**config.mk**
```make
export PLATFORM = sky130hd
export DESIGN_NAME = ggc_queue
export DESIGN_NICKNAME = d
export VERILOG_FILES = /design/src/rtl/ggc_pkg.sv /design/src/rtl/ggc_queue.sv
export SDC_FILE = /design/constraint.sdc
export NUM_CORES = 1
export LEC_CHECK = 0
export ABC_AREA = 0
export BUFFER_PORTS_ARGS = -buffer_cell sky130_fd_sc_hd__buf_4
export CAP_MARGIN = 20
export CORE_UTILIZATION = 55
export CTS_CLUSTER_DIAMETER = 30
export CTS_CLUSTER_SIZE = 28
export DETAILED_ROUTE_END_ITERATION = 16
export PLACE_DENSITY = 0.88
export SLEW_MARGIN = 0
export SYNTH_ARGS = -nofsm -noshare
export SYNTH_HDL_FRONTEND = slang
export SYNTH_SLANG_ARGS = --single-unit
```
**constraint.sdc**
```tcl
create_clock -name clock -period 2.3 [get_ports clock]
set_input_delay 0.23 -clock clock [delete_from_list [all_inputs] [get_ports clock]]
set_output_delay 0.23 -clock clock [all_outputs]
set_load 0.01 [all_outputs]
```
**src/rtl/ggc_pkg.sv**
```systemverilog
// Shared constants, operation codes and types for the greedy graph colorer.
`timescale 1ns / 1ps

package ggc_pkg;

   // Fixed field widths of the channels
   localparam int FUNC_W  = 2;
   localparam int ID_W    = 6;
   localparam int COLOR_W = 3;

   // Node ids the id field can reach
   localparam int ID_SPACE = 64;

   // Parameter defaults
   localparam int MAX_NODES_DEF    = 64;
   localparam int PALETTE_SIZE_DEF = 8;

   // Command queue between front and back
   localparam int QUEUE_DEPTH = 4;

   // Neighbor bits are folded into one color mask per group of eight nodes
   localparam int GRP = 8;

   // Operation codes carried in func
   localparam logic [FUNC_W-1:0] FUNC_CLEAR    = 2'd0;
   localparam logic [FUNC_W-1:0] FUNC_ADD_NODE = 2'd1;
   localparam logic [FUNC_W-1:0] FUNC_ADD_CONN = 2'd2;
   localparam logic [FUNC_W-1:0] FUNC_RUN      = 2'd3;

   // Command handed from the front to the back
   typedef struct packed {
      logic [FUNC_W-1:0] op;
      logic [ID_W-1:0]   node_a;
      logic [ID_W-1:0]   node_b;
   } cmd_type;

endpackage

```
**src/rtl/ggc_queue.sv**
```systemverilog
// Small command FIFO that decouples the front end from the coloring engine.
`timescale 1ns / 1ps

module ggc_queue (
   input  logic             clock,
   input  logic             reset,
   input  logic             push_valid,
   input  ggc_pkg::cmd_type push_cmd,
   output logic             push_ready,
   output logic             pop_valid,
   output ggc_pkg::cmd_type pop_cmd,
   input  logic             pop_ready
);

   localparam int DEPTH = ggc_pkg::QUEUE_DEPTH;
   localparam int PW    = $clog2(DEPTH);
   localparam int CNTW  = $clog2(DEPTH + 1);

   ggc_pkg::cmd_type entry_ff [DEPTH];
   logic [PW-1:0]    wr_ptr_ff, wr_ptr_in;
   logic [PW-1:0]    rd_ptr_ff, rd_ptr_in;
   logic [CNTW-1:0]  count_ff, count_in;
   logic             do_push;
   logic             do_pop;

   assign push_ready = count_ff != CNTW'(DEPTH);
   assign pop_valid  = count_ff != '0;
   assign pop_cmd    = entry_ff[rd_ptr_ff];
   assign do_push    = push_valid & push_ready;
   assign do_pop     = pop_valid & pop_ready;

   // Pointer and occupancy update
   always_comb begin
      wr_ptr_in = do_push ? wr_ptr_ff + 1'b1 : wr_ptr_ff;
      rd_ptr_in = do_pop  ? rd_ptr_ff + 1'b1 : rd_ptr_ff;
      count_in  = count_ff;
      if (do_push && !do_pop) begin
         count_in = count_ff + 1'b1;
      end else if (do_pop && !do_push) begin
         count_in = count_ff - 1'b1;
      end
   end

   always_ff @(posedge clock) begin
      if (reset) begin
         wr_ptr_ff <= '0;
         rd_ptr_ff <= '0;
         count_ff  <= '0;
      end else begin
         wr_ptr_ff <= wr_ptr_in;
         rd_ptr_ff <= rd_ptr_in;
         count_ff  <= count_in;
      end
   end

   // Entry storage
   always_ff @(posedge clock) begin
      if (do_push) begin
         entry_ff[wr_ptr_ff] <= push_cmd;
      end
   end

endmodule

```
==> out/qor.txt <==
Min Clock Period, post-route -> 2.11 ns
root buffer cell -> clkbuf_8
RePlAce Congestion -> 0.665
fin crit share -> 0.915
reg-to-reg endpoint -> count_ff[2]
final setup vio count -> 0
min setup slack post-route -> 0.195 ns
skew final -> 0.00819 ns
RR Startpoint -> count_ff[0]
maximum number of pins on one net before global-route repair -> 15
Max VDD drop -> 0.000549 V
critical path type -> flip-flop to flip-flop
Cells after Synth -> 121
Row Count -> 24
RSZ-0062 raised after global routing -> false
final hold vios -> 0
H-tree levels -> 3
logic gate share of total power -> 0.259
Die Y -> 69.8 um
DR vias -> 1226
Crit. Startpoint -> count_ff[0]
Post-Syn Area -> 2530 sq um
post-synth net total -> 145
nets -> 190
fin area -> 3040 sq um
n_diodes -> 0
Syn Area/Cell -> 20.9 sq um
Final ANT Viol Nets -> 0
share of cells above drive strength 1 -> 0.398
global-route wire length before repair -> 6350 um
Num CTS Buffers -> 9
sw power -> 917 uW
gr ovfl total -> 0
Max Freq -> 475 MHz
HP Class -> input pin to flip-flop
critical path endpoint category -> flip-flop
PwrDens -> 1100 nW/um^2
Power Internal -> 2.42 mW
Hold Path Sink -> entry_ff[1][5]
sequential power share -> 0.461
CP Launch Type -> flip-flop
setup TNS -> 0 ns
outcome -> finished, final reports clean
count of different cell masters after synthesis -> 25
IO Port Bufs -> 33
# DRC -> 0
die width -> 69.8 um
Req. time, crit path -> 2.58 ns
CTS tree -> done
reg2reg setup slack -> 0.19 ns
core area -> 4380 sq um
#FFs+latches synth -> 65
slowest stage delay, CP -> 0.42 ns
DR vias/cell -> 5.50
Syn. warnings -> 0
max-cap violation count -> 0
DR iter-0 viols -> 99
hold path startpoint -> push_cmd[5]
Starting Density -> 0.577
crit-path max FO -> 7
Placed Area -> 2840 sq um
Max clock buf depth -> 2
Routed WL per cell -> 18.0 um
worst-path cell chain -> nor2_2 > a21boi_4 > ha_1 > inv_1 > fa_1 > xor2_1 > or3_1 > a21oi_1
post-cts hold buffer count -> 0
vias in the first global route -> 1311
clock sinks -> 65
Clock Power Share -> 0.280
sw frac -> 0.275
Area Growth Syn to Fin -> 20.1%
Die ar. -> 4870 sq um
Worst-Margin Slew -> 0.652 ns
router iterations before antenna repair -> 4
Post-DP HPWL -> 2700 um
WL final -> 4020 um
worst reg2reg path depth -> 8
Clock Pin Slew Worst Setup and Hold Paths -> 0.07 ns
Hold Path Depth -> 1
pre-CTS setup slack -> 0.122 ns
Clock Latency Late Sink -> 0.34 ns
sequential share of the synthesized area -> 0.736
Rel. slew slack -> 0.565
GRT Util Overall -> 0.185
initial antenna violation count -> 0
fin. max-slew vios -> 0
WP data arrival -> 2.38 ns
io pins -> 34
cell leakage power -> 1.09 nW
slowest CP cell -> dfxtp_2
## synth_stat cells, drive strengths merged
cell / n / area [sq um]
clkbuf: 1 / 3.75
and2: 4 / 25.0
mux4: 14 / 330
inv: 3 / 11.3
fa: 1 / 20.0
o21ai: 1 / 5.00
mux2: 1 / 11.3
dfxtp: 9 / 180
or3: 2 / 12.5
nor2: 8 / 32.5
a21oi: 1 / 5.00
buf: 3 / 36.3
mux2i: 2 / 20.0
nand2b: 2 / 12.5
a21boi: 1 / 18.8
xor2: 4 / 35.0
ha: 5 / 62.6
o31ai: 1 / 12.5
edfxtp: 56 / 1680
o311ai: 1 / 8.76
nand2: 1 / 3.75
## through the flow
step	power (mW)	cells	hold slack [ns]	utilization
2_1_floorplan	2.12	121	0.329	-
3_3_place_gp	2.39	207	0.429	0.648
3_5_place_dp	2.45	207	0.437	0.648
4_1_cts	3.37	223	0.0758	0.692
5_1_grt	3.49	223	0.0699	0.693
6_report	3.33	223	0.0890	0.693
## cell usage in the layout, fill, tap and decap left out
cell type / netlist / layout
a21boi_4: 1 / 1
a21oi_1: 1 / 1
and2_1: 4 / 4
buf_4: 0 / 38
bufinv_16: 0 / 1
clkbuf_1: 1 / 1
clkbuf_8: 0 / 9
clkinv_2: 0 / 1
clkinv_4: 0 / 1
clkinvlp_4: 0 / 2
dfxtp_1: 9 / 7
dfxtp_2: 0 / 2
edfxtp_1: 56 / 56
fa_1: 1 / 1
ha_1: 5 / 5
inv_1: 3 / 3
inv_6: 0 / 1
mux2_1: 1 / 1
mux2i_1: 2 / 2
mux4_1: 4 / 4
mux4_2: 10 / 10
nand2_1: 1 / 1
nand2b_1: 2 / 2
nor2_1: 7 / 7
nor2_2: 1 / 1
o21ai_0: 1 / 1
o311ai_1: 1 / 1
o31ai_2: 1 / 1
or3_1: 2 / 2
xor2_1: 4 / 4
## how the worst max path moves through the flow
stage	to	slack, ns	cells after the start
5_1_grt	count_ff[2]	0.09	8
3_5_place_dp	count_ff[2]	0.12	8
4_1_cts	count_ff[2]	0.08	8
3_3_place_gp	count_ff[2]	0.28	8
2_1_floorplan	count_ff[2]	0.32	8
6_report	count_ff[2]	0.19	8
## layer usage
| layer | share of wire | wire, um | global-route usage | vias to the layer above |
|---|---|---|---|---|
| met5 | 0 | 0 | 0 | - |
| met4 | 0.019 | 76 | 0.100 | 0 |
| met3 | 0.041 | 164 | 0.0610 | 8 |
| met2 | 0.54 | 2170 | 0.307 | 33 |
| met1 | 0.40 | 1610 | 0.213 | 618 |
| li1 | - | - | - | 567 |
## critical path: cells and delay by family, from the launching register on
family	cells	cell delay [ns]
adder cells (fa/ha/maj)	2	0.61
AND/OR/NAND/NOR	2	0.41
AO/OA/AOI/OAI	2	0.37
XOR/XNOR	1	0.17
flip-flops	1	0.42
buffers and inverters	1	0.07
## sequential cells by signal, summed over array words and instances (netlist names), named ones only
name and cells:
entry_ff 56, rd_ptr_ff 2, count_ff 3, wr_ptr_ff 2
## timing repair
item / in CTS / in global routing
hold endpoints to repair: 0 / 0
setup endpoints to repair: 0 / 1
buffers inserted: 0 / 0
gates resized for setup: 0 / 2
## power groups by stage
stage / clock (mW) / sequential [mW] / combinational (mW)
3_5_place_dp: 0 / 1.56 / 0.882
5_1_grt: 0.996 / 1.55 / 0.942
3_3_place_gp: 0 / 1.54 / 0.844
6_report: 0.933 / 1.54 / 0.865
4_1_cts: 0.950 / 1.54 / 0.885
2_1_floorplan: 0 / 1.53 / 0.595
## logic make-up (layout without fill, tap and decap cells)
kind of cell	count (synthesis)	after routing	synth area share
flops	65	65	0.736
mux	17	17	0.143
simple gates	17	17	0.0341
buf+inv	7	57	0.0203
fa+ha+maj	6	6	0.0327
compound gates	5	5	0.0198
xor+xnor	4	4	0.0139
## final cells by class
class,count,area (sq um)
flip-flops and latches,65,1860
fillers,274,1350
multi-input cells,49,616
repair buffers,38,285
clock buffers,10,128
clock inverters,6,67.6
well taps,52,65.1
inverters,3,11.3
Note: power is estimated with default switching activity, not from simulation.
